--- src/rtl/l2p_pkg.sv ---
package l2p_pkg;

  localparam int unsigned CHIPS_ALONG_Z = 1;

  localparam int unsigned DIV_QW = 13;
  localparam int unsigned DIV_NW = 34;
  localparam int unsigned DIV_DW = 21;
  localparam int unsigned DIV_STAGES = DIV_QW + 1;

  localparam int unsigned CFG_DW = 27;

  typedef enum logic [2:0] {
    REG_PITCH_X       = 3'd0,
    REG_PITCH_Z       = 3'd1,
    REG_PITCH_Z_FIRST = 3'd2,
    REG_CHIP_LENGTH_Z = 3'd3,
    REG_COLS_PER_CHIP = 3'd4,
    REG_NUM_ROWS      = 3'd5,
    REG_SHIFT_X       = 3'd6,
    REG_SHIFT_Z       = 3'd7
  } cfg_reg_e;

  typedef struct packed {
    logic [19:0]        pitch_x;
    logic [19:0]        pitch_z;
    logic [19:0]        pitch_z_first;
    logic [26:0]        chip_length_z;
    logic [12:0]        cols_per_chip;
    logic [12:0]        num_rows;
    logic signed [24:0] shift_x;
    logic signed [24:0] shift_z;
  } cfg_t;

  typedef struct packed {
    logic       valid;
    logic       in_area;
    logic       col_past_first;
    logic [3:0] chip;
  } side_t;

endpackage

--- src/rtl/l2p_cfg.sv ---
module l2p_cfg (
  input  logic                          clk_i,
  input  logic                          rst_ni,
  input  logic                          cfg_valid_i,
  output logic                          cfg_ready_o,
  input  logic [2:0]                    cfg_index_i,
  input  logic [l2p_pkg::CFG_DW-1:0]    cfg_data_i,
  output l2p_pkg::cfg_t                 cfg_o
);

  l2p_pkg::cfg_t cfg_q, cfg_d;

  assign cfg_ready_o = 1'b1;
  assign cfg_o = cfg_q;

  always_comb begin
    cfg_d = cfg_q;
    if (cfg_valid_i) begin
      unique case (l2p_pkg::cfg_reg_e'(cfg_index_i))
        l2p_pkg::REG_PITCH_X:       cfg_d.pitch_x       = cfg_data_i[19:0];
        l2p_pkg::REG_PITCH_Z:       cfg_d.pitch_z       = cfg_data_i[19:0];
        l2p_pkg::REG_PITCH_Z_FIRST: cfg_d.pitch_z_first = cfg_data_i[19:0];
        l2p_pkg::REG_CHIP_LENGTH_Z: cfg_d.chip_length_z = cfg_data_i[26:0];
        l2p_pkg::REG_COLS_PER_CHIP: cfg_d.cols_per_chip = cfg_data_i[12:0];
        l2p_pkg::REG_NUM_ROWS:      cfg_d.num_rows      = cfg_data_i[12:0];
        l2p_pkg::REG_SHIFT_X:       cfg_d.shift_x       = $signed(cfg_data_i[24:0]);
        l2p_pkg::REG_SHIFT_Z:       cfg_d.shift_z       = $signed(cfg_data_i[24:0]);
        default:                    cfg_d = cfg_q;
      endcase
    end
  end

  always_ff @(posedge clk_i or negedge rst_ni) begin
    if (!rst_ni) begin
      cfg_q.pitch_x       <= 20'd29240;
      cfg_q.pitch_z       <= 20'd26880;
      cfg_q.pitch_z_first <= 20'd26880;
      cfg_q.chip_length_z <= 27'd27525120;
      cfg_q.cols_per_chip <= 13'd1024;
      cfg_q.num_rows      <= 13'd512;
      cfg_q.shift_x       <= '0;
      cfg_q.shift_z       <= '0;
    end else begin
      cfg_q <= cfg_d;
    end
  end

endmodule

--- src/rtl/l2p_div.sv ---
module l2p_div (
  input  logic                          clk_i,
  input  logic                          en_i,
  input  logic [l2p_pkg::DIV_NW-1:0]    dividend_i,
  input  logic [l2p_pkg::DIV_DW-1:0]    divisor_i,
  output logic [l2p_pkg::DIV_QW-1:0]    quotient_o
);

  localparam int unsigned NW = l2p_pkg::DIV_NW;
  localparam int unsigned QW = l2p_pkg::DIV_QW;
  localparam int unsigned NS = l2p_pkg::DIV_STAGES;

  logic [NW-1:0] rem_q [NS];
  logic [QW-1:0] quo_q [NS];
  logic          sat_q [NS];

  always_ff @(posedge clk_i) begin
    if (en_i) begin
      rem_q[0] <= dividend_i;
      quo_q[0] <= '0;
      sat_q[0] <= {1'b0, dividend_i} >= ((NW+1)'(divisor_i) << QW);
    end
  end

  for (genvar i = 1; i < NS; i++) begin : g_step
    logic [NW:0] shifted;
    logic        take;
    assign shifted = (NW+1)'(divisor_i) << (QW - i);
    assign take = {1'b0, rem_q[i-1]} >= shifted;
    always_ff @(posedge clk_i) begin
      if (en_i) begin
        rem_q[i] <= take ? NW'({1'b0, rem_q[i-1]} - shifted) : rem_q[i-1];
        quo_q[i] <= quo_q[i-1] | (take ? (QW'(1) << (QW - i)) : '0);
        sat_q[i] <= sat_q[i-1];
      end
    end
  end

  assign quotient_o = sat_q[NS-1] ? '1 : quo_q[NS-1];

endmodule

--- src/rtl/local_to_pixel_index_top.sv ---
// Maps a hit position in sensor-local coordinates (nm, centre origin) to a
// pixel row, a global column and a chip index.
// Input channel: in_valid_i/in_ready_o with pos_x_i and pos_z_i. Output
// channel: out_valid_o/out_ready_i with hit_valid_o, pixel_row_o,
// pixel_col_o and chip_index_o; one result for every request.
// Configuration: cfg_valid_i/cfg_ready_o with cfg_index_i and cfg_data_i;
// it is always ready and must be written only while no request is in flight.
// Throughput is one request per cycle unless the receiver stalls; the two
// pipelined restoring dividers of 14 stages each (row and column) set the
// depth; stage one tests overflow, each later stage yields one quotient bit.
// When the receiver stalls the whole pipeline holds, so in_ready_o follows
// out_ready_i whenever a result is waiting. Reset empties the pipeline and
// loads the default geometry into the configuration registers.
module local_to_pixel_index_top (
  input  logic                       clk_i,
  input  logic                       rst_ni,
  input  logic                       cfg_valid_i,
  output logic                       cfg_ready_o,
  input  logic [2:0]                 cfg_index_i,
  input  logic [l2p_pkg::CFG_DW-1:0] cfg_data_i,
  input  logic                       in_valid_i,
  output logic                       in_ready_o,
  input  logic signed [27:0]         pos_x_i,
  input  logic signed [27:0]         pos_z_i,
  output logic                       out_valid_o,
  input  logic                       out_ready_i,
  output logic                       hit_valid_o,
  output logic [11:0]                pixel_row_o,
  output logic [15:0]                pixel_col_o,
  output logic [3:0]                 chip_index_o
);

  localparam int unsigned NS = l2p_pkg::DIV_STAGES;

  l2p_pkg::cfg_t cfg;
  logic          en;

  l2p_cfg u_cfg (
    .clk_i      (clk_i),
    .rst_ni     (rst_ni),
    .cfg_valid_i(cfg_valid_i),
    .cfg_ready_o(cfg_ready_o),
    .cfg_index_i(cfg_index_i),
    .cfg_data_i (cfg_data_i),
    .cfg_o      (cfg)
  );

  logic [19:0] px_nz, pz_nz, pf_nz;
  logic [26:0] cl_nz;
  logic [12:0] cpc_nz;
  logic [27:0] cl2;
  logic [20:0] px2, pz2, pf2;

  assign px_nz  = (cfg.pitch_x == '0) ? 20'd1 : cfg.pitch_x;
  assign pz_nz  = (cfg.pitch_z == '0) ? 20'd1 : cfg.pitch_z;
  assign pf_nz  = (cfg.pitch_z_first == '0) ? 20'd1 : cfg.pitch_z_first;
  assign cl_nz  = (cfg.chip_length_z == '0) ? 27'd1 : cfg.chip_length_z;
  assign cpc_nz = (cfg.cols_per_chip == '0) ? 13'd1 : cfg.cols_per_chip;
  assign cl2 = {cl_nz, 1'b0};
  assign px2 = {px_nz, 1'b0};
  assign pz2 = {pz_nz, 1'b0};
  assign pf2 = {pf_nz, 1'b0};

  logic out_valid_q;
  assign en = !out_valid_q || out_ready_i;
  assign in_ready_o = en;

  // Stage 1: capture and active width along x.
  logic               v1_q;
  logic signed [27:0] px1_q, pz1_q;
  logic [32:0]        dx1_q, dx1_d;
  assign dx1_d = cfg.num_rows * px_nz;

  always_ff @(posedge clk_i or negedge rst_ni) begin
    if (!rst_ni) begin
      v1_q <= 1'b0;
    end else if (en) begin
      v1_q <= in_valid_i;
    end
  end

  always_ff @(posedge clk_i) begin
    if (en) begin
      px1_q <= pos_x_i;
      pz1_q <= pos_z_i;
      dx1_q <= dx1_d;
    end
  end

  // Stage 2: doubled corner coordinates and the range check.
  logic [31:0]        dz;
  logic signed [34:0] x2, z2, x2_lim, z2_lim;
  logic               in_area_d;
  logic               v2_q, in2_q;
  logic [33:0]        x2_2q;
  logic [32:0]        z2_2q;

  assign dz = 32'(l2p_pkg::CHIPS_ALONG_Z) * 32'(cl_nz);
  assign x2 = $signed({{6{px1_q[27]}}, px1_q, 1'b0}) + $signed({2'b0, dx1_q})
            + $signed({{9{cfg.shift_x[24]}}, cfg.shift_x, 1'b0});
  assign z2 = $signed({{6{pz1_q[27]}}, pz1_q, 1'b0}) + $signed({3'b0, dz})
            + $signed({{9{cfg.shift_z[24]}}, cfg.shift_z, 1'b0});
  assign x2_lim = $signed({1'b0, dx1_q, 1'b0});
  assign z2_lim = $signed({2'b0, dz, 1'b0});
  assign in_area_d = !x2[34] && (x2 <= x2_lim) && !z2[34] && (z2 <= z2_lim);

  always_ff @(posedge clk_i or negedge rst_ni) begin
    if (!rst_ni) begin
      v2_q <= 1'b0;
    end else if (en) begin
      v2_q <= v1_q;
    end
  end

  always_ff @(posedge clk_i) begin
    if (en) begin
      in2_q <= in_area_d;
      x2_2q <= x2[33:0];
      z2_2q <= z2[32:0];
    end
  end

  // Stage 3: chip index.
  logic [3:0]  chip_d;
  logic        v3_q, in3_q;
  logic [33:0] x2_3q;
  logic [32:0] z2_3q;
  logic [3:0]  chip3_q;

  always_comb begin
    chip_d = '0;
    for (int k = 1; k < l2p_pkg::CHIPS_ALONG_Z; k++) begin
      if (z2_2q >= 33'(k) * 33'(cl2)) begin
        chip_d = 4'(k);
      end
    end
  end

  always_ff @(posedge clk_i or negedge rst_ni) begin
    if (!rst_ni) begin
      v3_q <= 1'b0;
    end else if (en) begin
      v3_q <= v2_q;
    end
  end

  always_ff @(posedge clk_i) begin
    if (en) begin
      in3_q   <= in2_q;
      x2_3q   <= x2_2q;
      z2_3q   <= z2_2q;
      chip3_q <= chip_d;
    end
  end

  // Stage 4: remainder inside the chip.
  logic        v4_q, in4_q;
  logic [33:0] x2_4q;
  logic [27:0] r2_4q;
  logic [3:0]  chip4_q;

  always_ff @(posedge clk_i or negedge rst_ni) begin
    if (!rst_ni) begin
      v4_q <= 1'b0;
    end else if (en) begin
      v4_q <= v3_q;
    end
  end

  always_ff @(posedge clk_i) begin
    if (en) begin
      in4_q   <= in3_q;
      x2_4q   <= x2_3q;
      r2_4q   <= 28'(z2_3q - 33'(chip3_q) * 33'(cl2));
      chip4_q <= chip3_q;
    end
  end

  // Stage 5: offset past the first column.
  l2p_pkg::side_t side_q [NS+1];
  logic [33:0]    x2_5q;
  logic [27:0]    d_5q;
  logic           past_first;
  assign past_first = r2_4q > 28'(pf2);

  always_ff @(posedge clk_i or negedge rst_ni) begin
    if (!rst_ni) begin
      for (int i = 0; i <= NS; i++) begin
        side_q[i] <= '0;
      end
    end else if (en) begin
      side_q[0].valid          <= v4_q;
      side_q[0].in_area        <= in4_q;
      side_q[0].col_past_first <= past_first;
      side_q[0].chip           <= chip4_q;
      for (int i = 1; i <= NS; i++) begin
        side_q[i] <= side_q[i-1];
      end
    end
  end

  always_ff @(posedge clk_i) begin
    if (en) begin
      x2_5q <= x2_4q;
      d_5q  <= r2_4q - 28'(pf2);
    end
  end

  logic [l2p_pkg::DIV_QW-1:0] q_row, q_col;

  l2p_div u_div_row (
    .clk_i     (clk_i),
    .en_i      (en),
    .dividend_i(x2_5q),
    .divisor_i (px2),
    .quotient_o(q_row)
  );

  l2p_div u_div_col (
    .clk_i     (clk_i),
    .en_i      (en),
    .dividend_i({6'b0, d_5q}),
    .divisor_i (pz2),
    .quotient_o(q_col)
  );

  // Stage 6: clamps and chip base column.
  l2p_pkg::side_t s_div;
  logic [12:0]    nr_m1, cpc_m1, row_c, col_c;
  logic [13:0]    col_raw;
  logic [11:0]    row6_q;
  logic [12:0]    col6_q;
  logic [16:0]    base6_q;
  logic           v6_q, in6_q;
  logic [3:0]     chip6_q;

  assign s_div  = side_q[NS];
  assign nr_m1  = cfg.num_rows - 13'd1;
  assign cpc_m1 = cpc_nz - 13'd1;
  assign row_c  = (cfg.num_rows == '0) ? '0 : ((q_row > nr_m1) ? nr_m1 : q_row);
  assign col_raw = s_div.col_past_first ? (14'(q_col) + 14'd1) : '0;
  assign col_c  = (col_raw > 14'(cpc_m1)) ? cpc_m1 : col_raw[12:0];

  always_ff @(posedge clk_i or negedge rst_ni) begin
    if (!rst_ni) begin
      v6_q <= 1'b0;
    end else if (en) begin
      v6_q <= s_div.valid;
    end
  end

  always_ff @(posedge clk_i) begin
    if (en) begin
      in6_q   <= s_div.in_area;
      chip6_q <= s_div.chip;
      row6_q  <= row_c[12] ? 12'hFFF : row_c[11:0];
      col6_q  <= col_c;
      base6_q <= 17'(s_div.chip) * 17'(cpc_nz);
    end
  end

  // Stage 7: result register.
  logic [17:0] col_sum;
  logic        hit_q;
  logic [11:0] row_q;
  logic [15:0] col_q;
  logic [3:0]  chip_q;

  assign col_sum = 18'(col6_q) + 18'(base6_q);

  always_ff @(posedge clk_i or negedge rst_ni) begin
    if (!rst_ni) begin
      out_valid_q <= 1'b0;
    end else if (en) begin
      out_valid_q <= v6_q;
    end
  end

  always_ff @(posedge clk_i) begin
    if (en) begin
      hit_q  <= in6_q;
      row_q  <= in6_q ? row6_q : '0;
      col_q  <= !in6_q ? '0 : ((col_sum[17:16] != 2'b0) ? 16'hFFFF : col_sum[15:0]);
      chip_q <= in6_q ? chip6_q : '0;
    end
  end

  assign out_valid_o  = out_valid_q;
  assign hit_valid_o  = hit_q;
  assign pixel_row_o  = row_q;
  assign pixel_col_o  = col_q;
  assign chip_index_o = chip_q;

  a_miss_zero: assert property (@(posedge clk_i) disable iff (!rst_ni)
    out_valid_o && !hit_valid_o |-> pixel_row_o == '0 && pixel_col_o == '0
                                    && chip_index_o == '0)
    else $error("missed hit carries nonzero indices");

  a_row_range: assert property (@(posedge clk_i) disable iff (!rst_ni)
    out_valid_o && hit_valid_o && cfg.num_rows != '0
      |-> 13'(pixel_row_o) < cfg.num_rows)
    else $error("row beyond the configured row count");

  a_chip_range: assert property (@(posedge clk_i) disable iff (!rst_ni)
    out_valid_o |-> 32'(chip_index_o) < 32'(l2p_pkg::CHIPS_ALONG_Z))
    else $error("chip index beyond the chip count");

  a_stall_hold: assert property (@(posedge clk_i) disable iff (!rst_ni)
    out_valid_o && !out_ready_i |=> out_valid_o && $stable(pixel_col_o)
                                    && $stable(pixel_row_o))
    else $error("stalled result changed");

endmodule
--- config.mk ---
export PLATFORM = sky130hd
export DESIGN_NAME = local_to_pixel_index_top
export DESIGN_NICKNAME = d
export VERILOG_FILES = /design/src/rtl/l2p_pkg.sv /design/src/rtl/l2p_cfg.sv /design/src/rtl/l2p_div.sv /design/src/rtl/local_to_pixel_index_top.sv
export SDC_FILE = /design/constraint.sdc
export NUM_CORES = 2
export LEC_CHECK = 0
export BUFFER_PORTS_ARGS = -buffer_cell sky130_fd_sc_hd__buf_4
export CAP_MARGIN = 20
export CORE_MARGIN = 2
export CORE_UTILIZATION = 65
export DETAILED_ROUTE_END_ITERATION = 8
export GPL_TIMING_DRIVEN = 0
export PLACE_DENSITY = 0.82
export SETUP_SLACK_MARGIN = 0.4
export SYNTH_ARGS = -nofsm -noshare
export SYNTH_HDL_FRONTEND = slang
export SYNTH_SLANG_ARGS = --single-unit
export TNS_END_PERCENT = 10
--- constraint.sdc ---
create_clock -name clk_i -period 144.7 [get_ports clk_i]
set_input_delay 28.94 -clock clk_i [delete_from_list [all_inputs] [get_ports clk_i]]
set_output_delay 28.94 -clock clk_i [all_outputs]
set_load 0.01 [all_outputs]
==> flow_summary.rst <==
.. list-table::
   :header-rows: 1

   * - Metric
     - Value
   * - Initial core utilization
     - 0.654
   * - CTS tree
     - yes
   * - Remaining antenna violation count after routing
     - 0
   * - Tightest slew margin relative to the limit
     - 0.199
   * - Startpoint-to-endpoint class of the critical path
     - primary input to output pin
   * - Synth top cells by count
     - sky130_fd_sc_hd__edfxtp_1, sky130_fd_sc_hd__nand2_1, sky130_fd_sc_hd__ha_1
   * - Y dimension of the die
     - 400 um
   * - Final Max Tran Viols
     - 0
   * - Clock latency at the later pin of the worst-skew pair
     - 830 ps
   * - Hold violation total from the final report
     - 0
   * - Routed WL
     - 250000 um
   * - Share of synthesized registers carrying an async set or reset
     - 0.126
   * - Final worst clock skew
     - 51.7 ps
   * - Post-CTS sizing
     - 0
   * - Synth area leader
     - sky130_fd_sc_hd__edfxtp_1
   * - #FFs+latches synth
     - 1694
   * - Required time of the worst setup path
     - 115760 ps
   * - Layout-stage area growth over the synthesis result
     - 10.3%
   * - Number of antenna violations at the first check in global routing
     - 6
   * - DIE AREA
     - 0.160 mm2
   * - IO Port Bufs
     - 115
   * - Cell chain of the critical path
     - buf_4, nor2b_1, clkbuf_1, clkinv_1, clkbuf_4, buf_4
   * - Endpoint type of the worst setup path
     - output pin
   * - Total grt overflow
     - 0
   * - Mean cell area of the mapped netlist
     - 11.3 um2
   * - DRC violation count after routing
     - 0
   * - Top layer used by detailed routing
     - met5
   * - Horiz. Die Dim
     - 400 um
   * - Number of hold-repair buffers added at the cts stage
     - 0
   * - Cell with the largest stage delay on the worst path
     - sky130_fd_sc_hd__clkbuf_4
   * - Rows
     - 145
   * - Arrival time of the worst setup path
     - 30770 ps
   * - Clock period minus worst slack
     - 59710 ps
   * - Routed WL per cell
     - 21.6 um
   * - Routed length on met3
     - 17400 um
   * - Maximum number of pins on one net before global-route repair
     - 124
   * - Wire length of the first global-routing pass
     - 387000 um
   * - Max-cap viol count
     - 0
   * - Sequential area share after synthesis
     - 0.488
   * - Final TNS setup
     - 0 ps
   * - Per-cell via count in the routed design
     - 6.20
   * - Kind of cell with the highest combined delay on the critical path
     - buffers and inverters
   * - Highest cell delay on the worst timing path
     - 590 ps
   * - Count of flip-flops with a built-in enable after synthesis
     - 1480
   * - Cell occurring most often along the worst timing path
     - sky130_fd_sc_hd__buf_4
   * - Syn Inst Count
     - 9040
   * - Routed wire length on met2
     - 120000 um
   * - Peak clock frequency supported by timing
     - 16.7 MHz
   * - Area contributors post-synth
     - sky130_fd_sc_hd__edfxtp_1, sky130_fd_sc_hd__ha_1, sky130_fd_sc_hd__fa_1, sky130_fd_sc_hd__dfrtp_1, sky130_fd_sc_hd__nand2_1
   * - Outcome
     - completed
   * - TritonCTS Sinks
     - 1694
   * - Classification of the worst-slack hold path
     - flip-flop to flip-flop
   * - Number of buffers created by CTS
     - 176
   * - First-pass DRT Iterations
     - 6
   * - Top-level port count
     - 127
   * - Synth warnings
     - 0
   * - Gr usage total
     - 0.309
   * - H-tree depth
     - 4
   * - Setup repair after global routing missed its margin
     - false
   * - Fill cell instance count of the final layout
     - 10500
   * - Root buf cell
     - sky130_fd_sc_hd__clkbuf_16
   * - Post-DP HPWL
     - 188000 um
   * - Worst Tran Pin Value
     - 1200 ps
   * - Initial DRC count
     - 6062
   * - Worst-path clk slew
     - 60 ps
   * - Hold WS
     - 402 ps
   * - # Post-CTS Setup Buffers
     - 0
   * - Share of the clock period used by the worst path after layout
     - 0.413
   * - Overall via count from detail_route
     - 71800
   * - Most repeated cell in the gate-level netlist after synthesis
     - sky130_fd_sc_hd__edfxtp_1
   * - Layout cells sized above 1
     - 0.0859
   * - Critical Path Start Type
     - primary input
   * - Buffer levels on the longest clock path
     - 3
   * - Count of buffering cells on the critical path with inverters included
     - 5
   * - Vias in the first global route
     - 71200
   * - Nets
     - 10600
   * - Post-synth top area share
     - 0.436
   * - RePlAce Congestion
     - 0.969
   * - Largest driver fanout on the critical path
     - 56
   * - M1 WL
     - 98700 um
   * - Top flip-flop cell by instance count after synthesis
     - sky130_fd_sc_hd__edfxtp_1
   * - Synth Cell Area
     - 0.102 mm2
   * - Placeable core region
     - 0.156 mm2
   * - Number of setup violations in the final report
     - 0
   * - Cell variety after synth
     - 106
[metrics by stage]
step	instance area, um2	instances	worst slack, ps	util
floorplan	102000	9046	46470	-
CTS	112000	11600	84960	0.721
global placement	106000	11200	29700	0.676
detailed placement	107000	11300	84990	0.683
global route	112000	11600	84820	0.721
finish	113000	11600	84990	0.721
[worst paths after layout]
check	startpoint	end	slack (ps)	cells past startpoint
worst max-delay path	out_ready_i	in_ready_o	84990	6
worst min-delay path	u_div_row.quo_q[1][18]	u_div_row.quo_q[1][31]	400	0
worst max register to register	u_cfg.cfg_o[145]	dx1_q[31]	136090	24
worst min register to register	u_div_row.quo_q[1][18]	u_div_row.quo_q[1][31]	400	0
max in group asynchronous	rst_ni	u_cfg.cfg_o[75]	115420	2
min in group asynchronous	rst_ni	v2_q	28220	1
[kinds of logic (layout without fill, tap and decap cells)]
| group | count (synthesis) | in the layout | share of synthesized area |
|---|---|---|---|
| muxes | 271 | 271 | 0.0296 |
| DFF | 1694 | 1694 | 0.488 |
| and+or+nand+nor | 2549 | 2549 | 0.122 |
| AOI/OAI and AO/OA | 1934 | 1934 | 0.119 |
| other | 2 | 16 | 0.0000736 |
| buffers and inverters | 878 | 1361 | 0.0334 |
| adders and majority gates | 1081 | 1081 | 0.153 |
| xor gates and xnor gates | 631 | 631 | 0.0542 |
[cell type report]
| class | instances | area (um2) | area share |
|---|---|---|---|
| Multi-Input combinational cell | 6474 | 48800 | 0.434 |
| Timing Repair Buffer | 154 | 1870 | 0.0166 |
| Tap cell | 2058 | 2570 | 0.0229 |
| Clock inverter | 119 | 1410 | 0.0126 |
| Antenna cell | 8 | 20.0 | 0.000178 |
| Inverter | 651 | 2440 | 0.0217 |
| Clock buffer | 210 | 4560 | 0.0405 |
| Buffer | 227 | 968 | 0.00861 |
| Sequential cell | 1694 | 49800 | 0.443 |
[cell usage in the layout (no fill, tap or decap), drive strengths merged, types with 83 or more instances in the layout]
cell / n
nor4: 131
clkinv: 83
o21ai: 554
a21o: 273
nor2b: 98
nand4: 111
o21a: 94
inv: 655
nor2: 530
xor2: 282
edfxtp: 1480
ha: 797
and2: 144
dfrtp: 193
fa: 284
clkbuf: 394
buf: 197
nand2b: 115
a21oi: 531
xnor2: 349
nand2: 871
mux2: 228
nor3: 162
nand3: 108
[worst reg2reg max path, delay by kind of cell (launching register included)]
kind,cells,cell delay [ps]
xor+xnor,1,130
buf+inv,4,1030
flops,1,450
simple gates,6,1530
compound gates,7,2140
fa+ha+maj,6,3120
[sequential cells by signal (all words and copies together), names as in the netlist, 33 cells and up]
register,flops
dx1_q,33
side_q,42
u_cfg.cfg_o,163
u_div_col.quo_q,91
u_div_col.rem_q,436
u_div_row.quo_q,91
u_div_row.rem_q,442
x2_2q,34
x2_3q,34
x2_4q,34
x2_5q,34
[per-layer routing]
layer  track usage  vias to the layer above
met2         0.517                     2859
met1         0.391                    34700
met5             0                        -
li1              -                    33600
met3        0.0471                      743
met4         0.159                        2
Power is not shown: default switching activity piles up to over one toggle a cycle in this logic, so the estimate is an artifact.
